==> src/hdl/bpfe_pkg.sv <==
`timescale 1ns / 1ps
`default_nettype none

package bpfe_pkg;

    // input command codes
    localparam logic CMD_PLANE = 1'b0;
    localparam logic CMD_END   = 1'b1;

    // outcome codes
    localparam logic [1:0] OC_DRAW = 2'b00;
    localparam logic [1:0] OC_WIN  = 2'b01;

    localparam int unsigned NUM_PLANES  = 12;
    localparam logic [9:0]  PAD_INDEX   = 10'd768;
    localparam logic [16:0] ONE_Q16     = 17'd65536;
    localparam int signed   SCORE_LIMIT = 8191;
    localparam int unsigned EXP_STEPS   = 13;
    localparam int unsigned QUOT_BITS   = 17;
    // exp(-1/400) in q0.32
    localparam logic [31:0] EXP_STEP_Q32 = 32'd4284243288;

    // controller to datapath
    typedef struct packed {
        logic load;
        logic pcnt;
        logic feat;
        logic exp_step;
        logic div_init;
        logic div_step;
        logic mix1;
        logic mix2;
        logic pad;
        logic tgt;
    } t_dp_cmd;

    // datapath to controller
    typedef struct packed {
        logic in_cmd;
        logic in_plane_ok;
        logic word_empty;
        logic count_full;
        logic feat_last;
        logic pad_last;
        logic exp_last;
        logic div_last;
        logic out_free;
    } t_dp_sts;

    typedef struct packed {
        logic [9:0]  feature_index;
        logic        is_target;
        logic [16:0] target;
        logic        overflow;
        logic        last;
    } t_result;

endpackage

`default_nettype wire

==> src/hdl/bpfe_ctrl.sv <==
`timescale 1ns / 1ps
`default_nettype none

module bpfe_ctrl (
    input  wire logic              i_clk,
    input  wire logic              i_rst_n,
    input  wire logic              i_in_valid,
    output logic                   o_in_ready,
    input  wire bpfe_pkg::t_dp_sts i_sts,
    output bpfe_pkg::t_dp_cmd      o_cmd
);

    typedef enum logic [3:0] {
        S_IDLE, S_PCNT, S_FEAT, S_EXP, S_DIV_INIT, S_DIV,
        S_MIX1, S_MIX2, S_PAD, S_TGT
    } t_state;

    t_state r_state, n_state;
    logic   w_accept;

    assign o_in_ready = (r_state == S_IDLE);
    assign w_accept   = i_in_valid && o_in_ready;

    // command decode and next state
    always_comb begin
        o_cmd   = '0;
        n_state = r_state;
        case (r_state)
            S_IDLE: begin
                if (w_accept) begin
                    o_cmd.load = 1'b1;
                    if (i_sts.in_cmd == bpfe_pkg::CMD_END) begin
                        n_state = S_EXP;
                    end else if (i_sts.in_plane_ok) begin
                        n_state = S_PCNT;
                    end
                end
            end
            S_PCNT: begin
                o_cmd.pcnt = 1'b1;
                n_state = (i_sts.word_empty || i_sts.count_full) ? S_IDLE : S_FEAT;
            end
            S_FEAT: begin
                if (i_sts.out_free) begin
                    o_cmd.feat = 1'b1;
                    if (i_sts.feat_last) n_state = S_IDLE;
                end
            end
            S_EXP: begin
                o_cmd.exp_step = 1'b1;
                if (i_sts.exp_last) n_state = S_DIV_INIT;
            end
            S_DIV_INIT: begin
                o_cmd.div_init = 1'b1;
                n_state = S_DIV;
            end
            S_DIV: begin
                o_cmd.div_step = 1'b1;
                if (i_sts.div_last) n_state = S_MIX1;
            end
            S_MIX1: begin
                o_cmd.mix1 = 1'b1;
                n_state = S_MIX2;
            end
            S_MIX2: begin
                o_cmd.mix2 = 1'b1;
                n_state = i_sts.count_full ? S_TGT : S_PAD;
            end
            S_PAD: begin
                if (i_sts.out_free) begin
                    o_cmd.pad = 1'b1;
                    if (i_sts.pad_last) n_state = S_TGT;
                end
            end
            S_TGT: begin
                if (i_sts.out_free) begin
                    o_cmd.tgt = 1'b1;
                    n_state = S_IDLE;
                end
            end
            default: n_state = S_IDLE;
        endcase
    end

    always_ff @(posedge i_clk) begin
        if (!i_rst_n) begin
            r_state <= S_IDLE;
        end else begin
            r_state <= n_state;
        end
    end

    // emit commands only when the output register can take a beat
    a_emit_free: assert property (@(posedge i_clk) disable iff (!i_rst_n)
        (o_cmd.feat || o_cmd.pad || o_cmd.tgt) |-> i_sts.out_free)
        else $error("emit without free output register");
    // an end item always closes with the target beat
    a_pad_to_tgt: assert property (@(posedge i_clk) disable iff (!i_rst_n)
        (o_cmd.pad && i_sts.pad_last) |=> (r_state == S_TGT))
        else $error("padding did not lead to target");
    // loading happens only on an accepted beat
    a_load_acc: assert property (@(posedge i_clk) disable iff (!i_rst_n)
        o_cmd.load |-> (i_in_valid && r_state == S_IDLE))
        else $error("load without accept");

endmodule

`default_nettype wire

==> config.mk <==
export PLATFORM = sky130hd
export DESIGN_NAME = bpfe_ctrl
export DESIGN_NICKNAME = d
export VERILOG_FILES = /design/src/hdl/bpfe_pkg.sv /design/src/hdl/bpfe_ctrl.sv
export SDC_FILE = /design/constraint.sdc
export NUM_CORES = 1
export LEC_CHECK = 0
export BUFFER_PORTS_ARGS = -buffer_cell sky130_fd_sc_hd__buf_2
export CAP_MARGIN = 20
export CORE_AREA = 2 2 39 41
export DETAILED_ROUTE_END_ITERATION = 10
export DIE_AREA = 0 0 41 43
export PLACE_DENSITY = 0.59
export SKIP_LAST_GASP = 1
export SYNTH_ARGS = -nofsm -noshare
export SYNTH_HDL_FRONTEND = slang
export SYNTH_SLANG_ARGS = --single-unit
export TNS_END_PERCENT = 10
==> constraint.sdc <==
create_clock -name i_clk -period 3.3 [get_ports i_clk]
set_clock_uncertainty 0.2 [all_clocks]
set_input_delay 0.33 -clock i_clk [delete_from_list [all_inputs] [get_ports i_clk]]
set_output_delay 0.33 -clock i_clk [all_outputs]
set_load 0.02 [all_outputs]
==> impl_results.md, run 1 <==
- Critical path class: reg -> reg
- H-tree Lvls: 1
- Area delta synth->final: 35.95%
- Reg2Reg Launch Point: r_state[1]
- Largest net degree at the start of global routing: 17
- Vias/cell: 5.179
- WP data arrival: 1.92 ns
- Hold/Removal Path Class: in -> reg
- Via Count: 492
- Num CTS Buffers: 3
- Crit end category: flip-flop
- Layout net count: 93
- DRT iter0 DRCs: 13
- Slew HR: 68.23%
- Mapped Cells: 58
- Antenna violations before repair: 0
- WHS Path Cells: 2
- Hold_sp: i_rst_n
- Final Max Tran Viols: 0
- Worst R2R Path Depth: 5
- DRC viols: 0
- Crit path from: r_state[1]
- Peak VDD IR: 0.0002979 V
- Most flop-heavy register: r_state
- GRT Total Usage: 13.27%
- Crit path time final: 1.991 ns
- Max reg flops: 4
- # setup viols final: 0
- Power, Total: 0.3556 mW
- Post-CTS setup buffer count: 0
- P_leak: 0.2470 nW
- Cell taking the most area after synthesis: dfxtp_1
- Reg2reg end: r_state[0]
- Final Hold Viols: 0
- Least-Margin Pin Slew: 0.4759 ns
- First-pass GRT wire length: 1.531 mm
- Post-DP HPWL: 772.8 um
- Worst reg2reg setup slack: 1.31 ns
- Drt total wl: 1.029 mm
- Hold buffer count at cts: 0
- Post-synthesis cell area: 382.9 um^2
- Die ar.: 1763 um^2
- Hold WS: 0.1564 ns
- Ant. Diodes: 0
- TritonCTS clock tree: built
- Wirelength per Cell: 10.83 um
- First-pass detailed-route iteration total: 4
- Yosys top cell area share: 20.92%
- Die width: 41 um
- Final std cells w/o fill: 95
- Max clock buf depth: 2
- RSZ-0062 raised after global routing: no
- Later-pin clock latency in the skew report: 0.24 ns
- Share of post-route cells with drive strength above 1: 32.91%
- Largest registers: r_state x4
- Root buffer cell: clkbuf_4
- Row count: 14
- Largest cells by area after synthesis: dfxtp_1 (21%), nor2_1 (6.9%), nand2b_1 (6.5%)
- Max Cap Viol: 0
- Setup tns final: 0 ns
- Syn nets: 70
- Post-Place Cells: 92
- Core Box Area: 1384 um^2
- Power density over the cells: 683.2 nW/um^2
- Antenna viol nets, final: 0
- Final Cycle Share: 60.33%
- Vias in the first global route: 370
- Clock sinks: 4
- Initial core utilization: 27.67%
- Critical Path RT: 3.22 ns
- Count of input and output buffers: 22
- # IOs: 23
- Overflow after GRT: 0
- Hold Path End: r_state[0]
- Seq/Total Area, Yosys: 20.92%
- Clk pin slew, worst setup/hold paths: 0.04 ns
- Crit-path max FO: 15
- GPL Wtd Cong: 0.7613
- Post_cts resized: 0
- Startpoint types: flip-flop
- Fin util: 37.61%
- YS warnings: 0
- Synthesized area per cell: 6.601 um^2
- FMAX: 0.5023 GHz
- Die H: 43 um
- Yosys reg bits: 4
- Status: finished, final reports clean
- Synth cell types: 24
-- synthesized netlist by cell type --
master / instances
nor4b_1: 1
nor4_1: 2
a31o_2: 1
or2b_1: 2
nand3_1: 1
and2_1: 1
a211oi_1: 1
a32o_1: 1
nand2b_1: 4
nand2_1: 6
nor3b_1: 1
nor2b_1: 2
o21bai_1: 2
clkbuf_1: 4
o311a_1: 1
nand4b_1: 1
or2_1: 1
o21ai_0: 2
and3_1: 2
dfxtp_1: 4
o22ai_1: 2
nor3_1: 5
nor2_1: 7
a21oi_1: 4
-- layer usage --
metal	track usage, %	vias up	routed length, um
li1	-	254	-
met1	18.06	214	487
met2	16.25	20	435
met3	3.141	4	72
met4	12.00	0	33
met5	0	-	0
-- stage by stage --
step | setup slack, ns | instance area [um^2]
floorplan | 1.123 | 382.9
global placement | 1.371 | 498.0
detailed placement | 1.324 | 498.0
CTS | 1.315 | 520.5
global route | 1.173 | 520.5
finish | 1.309 | 520.5
-- report_power, final --
group	switching (mW)	internal, mW	leakage (nW)	total [mW]
sequential	0.0434	0.0605	0.0327	0.104
clock	0.0209	0.0407	0.0138	0.0616
combinational	0.104	0.0859	0.201	0.190
total	0.168	0.187	0.247	0.356
-- critical path, stage by stage (launching register included) --
cell and delay, ns:
dfxtp_1 0.59, or2b_1 0.20, o22ai_1 0.09, a32o_1 0.25, or2_1 0.23, o311a_1 0.32
-- cells in the final DEF (no fill, tap or decap), drive strengths merged, types with 2 or more instances in the layout --
cell	n
o21bai	2
buf	22
nand2	6
nor2b	2
a21oi	4
o22ai	2
nand2b	4
o21ai	2
clkbuf	3
nor2	7
or2b	2
nor4	2
nor3	5
and3	2
dfxtp	4
-- kinds of logic (layout without fill, tap and decap cells) --
logic type / after synthesis / count (layout) / synth area share [%]
flip-flops: 4 / 4 / 20.92
buffers and inverters: 4 / 25 / 3.920
AO/OA/AOI/OAI: 14 / 14 / 24.51
AND/OR/NAND/NOR: 36 / 36 / 50.65
-- worst max path at each step --
stage / end / depth (start not counted)
2_1_floorplan: o_cmd[9] / 3
3_3_place_gp: r_state[0] / 5
3_5_place_dp: r_state[0] / 5
4_1_cts: o_cmd[2] / 3
5_1_grt: o_cmd[2] / 3
6_report: r_state[0] / 5
-- area by class of cell --
type	count	area, um^2
clock buffer	3	22.52
sequential	4	80.08
tap	16	20.02
multi-input combinational	50	287.8
timing repair buffer	22	110.1
fill	147	863.3
(Power assumes the default switching activity.)
==> run 2: changes to the inputs <==
--- a/config.mk
+++ b/config.mk
@@ -10,7 +10,7 @@
 export CORE_AREA = 2 2 39 41
 export DETAILED_ROUTE_END_ITERATION = 10
 export DIE_AREA = 0 0 41 43
-export PLACE_DENSITY = 0.59
+export PLACE_DENSITY = 0.61
 export SKIP_LAST_GASP = 1
 export SYNTH_ARGS = -nofsm -noshare
 export SYNTH_HDL_FRONTEND = slang
==> constraint.sdc (replaced) <==
create_clock -name i_clk -period 1.7 [get_ports i_clk]
set_clock_uncertainty 0.2 [all_clocks]
set_input_delay 0.17 -clock i_clk [delete_from_list [all_inputs] [get_ports i_clk]]
set_output_delay 0.17 -clock i_clk [all_outputs]
set_load 0.02 [all_outputs]
==> impl_results.md, run 2 (synthesized netlist as in run 1, its figures left out) <==
- Max clock buf depth: 2
- Final Hold Viols: 0
- GPL Wtd Cong: 0.8470
- Startpoint types: flip-flop
- Later-pin clock latency in the skew report: 0.23 ns
- CP max stage delay: 0.35 ns
- Largest net degree at the start of global routing: 12
- Peak VDD IR: 0.0003613 V
- GRT Total Usage: 14.46%
- Core Box Area: 1384 um^2
- DRT iter0 DRCs: 1
- First-pass GRT wire length: 1.821 mm
- H-tree Lvls: 1
- # setup viols final: 0
- Crit end category: output pin
- Most frequent cells in the layout: buf_2 (21), buf_4 (11), nand2_1 (6), nor2_1 (6)
- Crit-path max FO: 6
- Crit path time final: 1.674 ns
- Die width: 41 um
- Overflow after GRT: 0
- WP data arrival: 1.30 ns
- Max Cap Viol: 0
- Share of post-route cells with drive strength above 1: 52.22%
- Power density over the cells: 1396 nW/um^2
- Clk pin slew, worst setup/hold paths: 0.04 ns
- Critical path class: reg -> out
- # IOs: 23
- Setup tns final: 0 ns
- Die ar.: 1763 um^2
- Most common cell after layout, fill and taps aside: buf_2
- Num CTS Buffers: 3
- DRC viols: 0
- Area delta synth->final: 68.95%
- Most flop-heavy register: r_state
- Multi-input gate area: 320.3 um^2
- Layout net count: 104
- Antenna violations before repair: 0
- Storage cell area: 85.08 um^2
- Vias/cell: 5.019
- Ant. Diodes: 0
- Via Count: 532
- Hold/Removal Path Class: in -> reg
- Initial core utilization: 27.67%
- First-pass detailed-route iteration total: 2
- Status: finished, final reports clean
- Die H: 43 um
- Post-DP HPWL: 970.3 um
- FMAX: 0.5975 GHz
- Power, Total: 0.9032 mW
- P_leak: 0.3155 nW
- Worst path cell trace: buf_4 > nand2b_2 > nor2_2 > buf_2
- Clock sinks: 4
- RSZ-0062 raised after global routing: yes
- Max reg flops: 4
- Final Max Tran Viols: 0
- Post-CTS setup buffer count: 0
- Row count: 14
- Largest registers: r_state x4
- Critical-path top delay cell: dfxtp_2
- Final Cycle Share: 98.44%
- Drt total wl: 1.202 mm
- Hold buffer count at cts: 0
- Least-Margin Pin Slew: 0.3008 ns
- Hold WS: 0.004491 ns
- Critical Path RT: 1.33 ns
- Fillers: 148
- Vias in the first global route: 498
- Slew HR: 79.66%
- Root buffer cell: clkbuf_4
- Count of input and output buffers: 22
- Wirelength per Cell: 11.34 um
- Antenna viol nets, final: 0
- TritonCTS clock tree: built
-- run 2: changes by cell type in the layout (fill, tap and decap cells not counted), sizes merged --
cell	change
buf	+11
-- run 2: routing by layer --
layer  track usage [%]  vias to the layer above  routed length, um
met5                 0                        -                  0
met3                 0                        0                 55
met4             4.000                        0                  0
met1             14.79                      242                541
met2             28.75                       14                605
li1                  -                      276                  -
-- run 2: per-stage QoR --
step	setup WS, ns	utilization, %	cell area, um^2	instances
2_1_floorplan	0.03477	-	397.9	58
3_3_place_gp	0.01322	43.04	595.6	103
3_5_place_dp	0.01800	43.04	595.6	103
4_1_cts	-0.04959	45.03	623.1	106
5_1_grt	-0.05368	46.75	646.9	106
6_report	0.02645	46.75	646.9	106
-- run 2: where the power goes --
part / internal (mW) / total, mW / switching (mW) / leakage [nW]
Combinational: 0.319 / 0.625 / 0.306 / 0.267
Clock: 0.0789 / 0.117 / 0.0380 / 0.0138
Sequential: 0.123 / 0.162 / 0.0386 / 0.0343
-- run 2: area by class of cell --
type	count	share of cell area (%)
multi-input combinational	50	49.52
timing repair buffer	33	30.75
sequential	4	13.15
clock buffer	3	3.482
tap	16	3.095
-- run 2: worst paths after layout --
kind                   start          to  slack, ns  cells past startpoint
setup / recovery  r_state[3]    o_cmd[2]       0.03                      4
hold / removal       i_rst_n  r_state[0]      0.004                      2
setup reg to reg  r_state[1]  r_state[0]       0.03                      5
hold reg to reg   r_state[1]  r_state[2]       0.34                      2
-- run 2: what timing repair did --
item,CTS,global route
hold endpoints to repair,0,0
endpoints found under the setup margin,4,12
gates resized for setup,1,11
pin swaps,0,3
-- run 2: worst max-delay path: cells and delay by family, from the launching register on --
kind                   cells  cell delay, ns
and+or+nand+nor            2            0.36
buffers and inverters      2            0.35
DFF                        1            0.35
==> run 3: changes to the inputs <==
--- a/config.mk
+++ b/config.mk
@@ -10,7 +10,7 @@
 export CORE_AREA = 2 2 39 41
 export DETAILED_ROUTE_END_ITERATION = 10
 export DIE_AREA = 0 0 41 43
-export PLACE_DENSITY = 0.61
+export PLACE_DENSITY = 0.59
 export SKIP_LAST_GASP = 1
 export SYNTH_ARGS = -nofsm -noshare
 export SYNTH_HDL_FRONTEND = slang
==> constraint.sdc (replaced) <==
create_clock -name i_clk -period 1.65 [get_ports i_clk]
set_clock_uncertainty 0.2 [all_clocks]
set_input_delay 0.165 -clock i_clk [delete_from_list [all_inputs] [get_ports i_clk]]
set_output_delay 0.165 -clock i_clk [all_outputs]
set_load 0.02 [all_outputs]
==> impl_results.md, run 3 (synthesized netlist as in run 1, its figures left out) <==
- Post-DP HPWL: 969.3 um
- First-pass detailed-route iteration total: 4
- Dpl ws: -0.09195 ns
- Final Cycle Share: 100.5%
- Count of input and output buffers: 22
- Crit-path max FO: 6
- Setup WS post-layout: -0.008464 ns
- GRT Total Usage: 15.86%
- DRC viols: 0
- Part of the power in combinational logic: 71.3%
- GPL Wtd Cong: 0.8372
- Max clock buf depth: 2
- Layout net count: 107
- Most common cell after layout, fill and taps aside: buf_2
- Die H: 43 um
- Fin util: 51.45%
- Later-pin clock latency in the skew report: 0.23 ns
- Least-Margin Pin Slew: 0.2207 ns
- Clk pin slew, worst setup/hold paths: 0.04 ns
- Die ar.: 1763 um^2
- Switching power: 0.4180 mW
- Num CTS Buffers: 3
- Die width: 41 um
- Status: complete, but fails checks
- H-tree Lvls: 1
- Antenna viol nets, final: 0
- Worst R2R Path Depth: 5
- Critical Path RT: 1.56 ns
- WHS Path Cells: 3
- Part of the power in registers: 16.9%
- Crit end category: flip-flop
- Row count: 14
- Crit path time final: 1.658 ns
- Most frequent cells in the layout: buf_2 (20), buf_4 (10), nand2_1 (6), nor2_1 (6), buf_6 (5)
- FMAX: 0.6030 GHz
- Clock sinks: 4
- Largest registers: r_state x4
- DRT iter0 DRCs: 9
- First-pass GRT wire length: 1.932 mm
- Area delta synth->final: 85.95%
- # IOs: 23
- Reg2Reg Launch Point: r_state[1]
- Critical path class: reg -> reg
- Reg2reg end: r_state[0]
- Final Max Tran Viols: 0
- Worst reg2reg setup slack: -0.008 ns
- Share of post-route cells with drive strength above 1: 56.99%
- Failing checks: negative setup slack
- Power density over the cells: 1389 nW/um^2
- Final Hold Viols: 0
- Hold/Removal Path Class: in -> reg
- Post-Place Cells: 103
- WP data arrival: 1.57 ns
- Clk network pwr share: 11.8%
- Vias/cell: 5.229
- Root buffer cell: clkbuf_4
- Max reg flops: 4
- Overflow after GRT: 0
- Hold WS: 0.02537 ns
- P_int: 0.5706 mW
- Ant. Diodes: 0
- Core Box Area: 1384 um^2
- Final std cells w/o fill: 109
- Antenna violations before repair: 0
- TritonCTS clock tree: built
- Most flop-heavy register: r_state
- Drt total wl: 1.315 mm
- # setup viols final: 1
- Via Count: 570
- Net Sw Frac: 42.28%
- Vias in the first global route: 474
- Wirelength per Cell: 12.06 um
- Max Cap Viol: 0
- Initial core utilization: 27.67%
- Power, Total: 0.9886 mW
- Startpoint types: flip-flop
- Hold_sp: i_sts[2]
- Hold Path End: r_state[2]
- Slew HR: 85.15%
- P_leak: 0.3426 nW
- Largest net degree at the start of global routing: 10
- RSZ-0062 raised after global routing: yes
- Peak VDD IR: 0.0007338 V
==> run 3: layout make-up <==
| type | instances | area, um^2 |
|---|---|---|
| multi-input cells | 50 | 337.8 |
| repair buffers | 36 | 241.5 |
| fillers | 139 | 671.9 |
| well taps | 16 | 20.02 |
| flip-flops and latches | 4 | 90.09 |
| clock buffers | 3 | 22.52 |
==> run 3: how the worst max path moves through the flow <==
stage               slack, ns  depth (start not counted)          to       start
floorplan               -0.01                          3    o_cmd[0]  r_state[0]
global placement        -0.10                          5  r_state[0]  r_state[3]
detailed placement      -0.09                          5  r_state[0]  r_state[3]
CTS                     -0.02                          5  r_state[0]  r_state[1]
global route            -0.05                          4    o_cmd[1]  r_state[0]
finish                 -0.008                          5  r_state[0]  r_state[1]
==> run 3: stage by stage <==
step	TNS, ns	cell area (um^2)
floorplan	-0.03204	397.9
global placement	-0.1319	595.6
detailed placement	-0.1211	595.6
CTS	-0.06536	664.4
global route	-0.2408	711.9
finish	-0.008464	711.9
==> run 3: power groups by stage <==
stage	registers (mW)	logic [mW]	clock network (mW)
global placement	0.154	0.588	0
finish	0.168	0.705	0.116
floorplan	0.147	0.371	0
detailed placement	0.154	0.587	0
CTS	0.158	0.634	0.122
global route	0.174	0.763	0.131
==> run 3: critical path, stage by stage (launching register included) <==
cell     delay [ns]
dfxtp_4        0.35
or2b_1         0.17
o22ai_1        0.07
a32o_2         0.24
or2_1          0.22
o311a_1        0.28
==> run 3: layer usage <==
layer / vias to the layer above / share of wire, % / global-route usage, %
li1: 290 / - / -
met1: 264 / 45 / 23.47
met2: 16 / 49 / 21.88
met3: 0 / 5.6 / 6.283
met4: 0 / 0 / 2.000
met5: - / 0 / 0
==> run 3: what timing repair did <==
item	4_1_cts	5_1_grt
resized for setup	13	10
endpoints found under the hold margin	1	0
setup endpoints to repair	7	9
pin swaps	5	7
buffers inserted	1	1
cloned	0	0
hold buffers	1	0
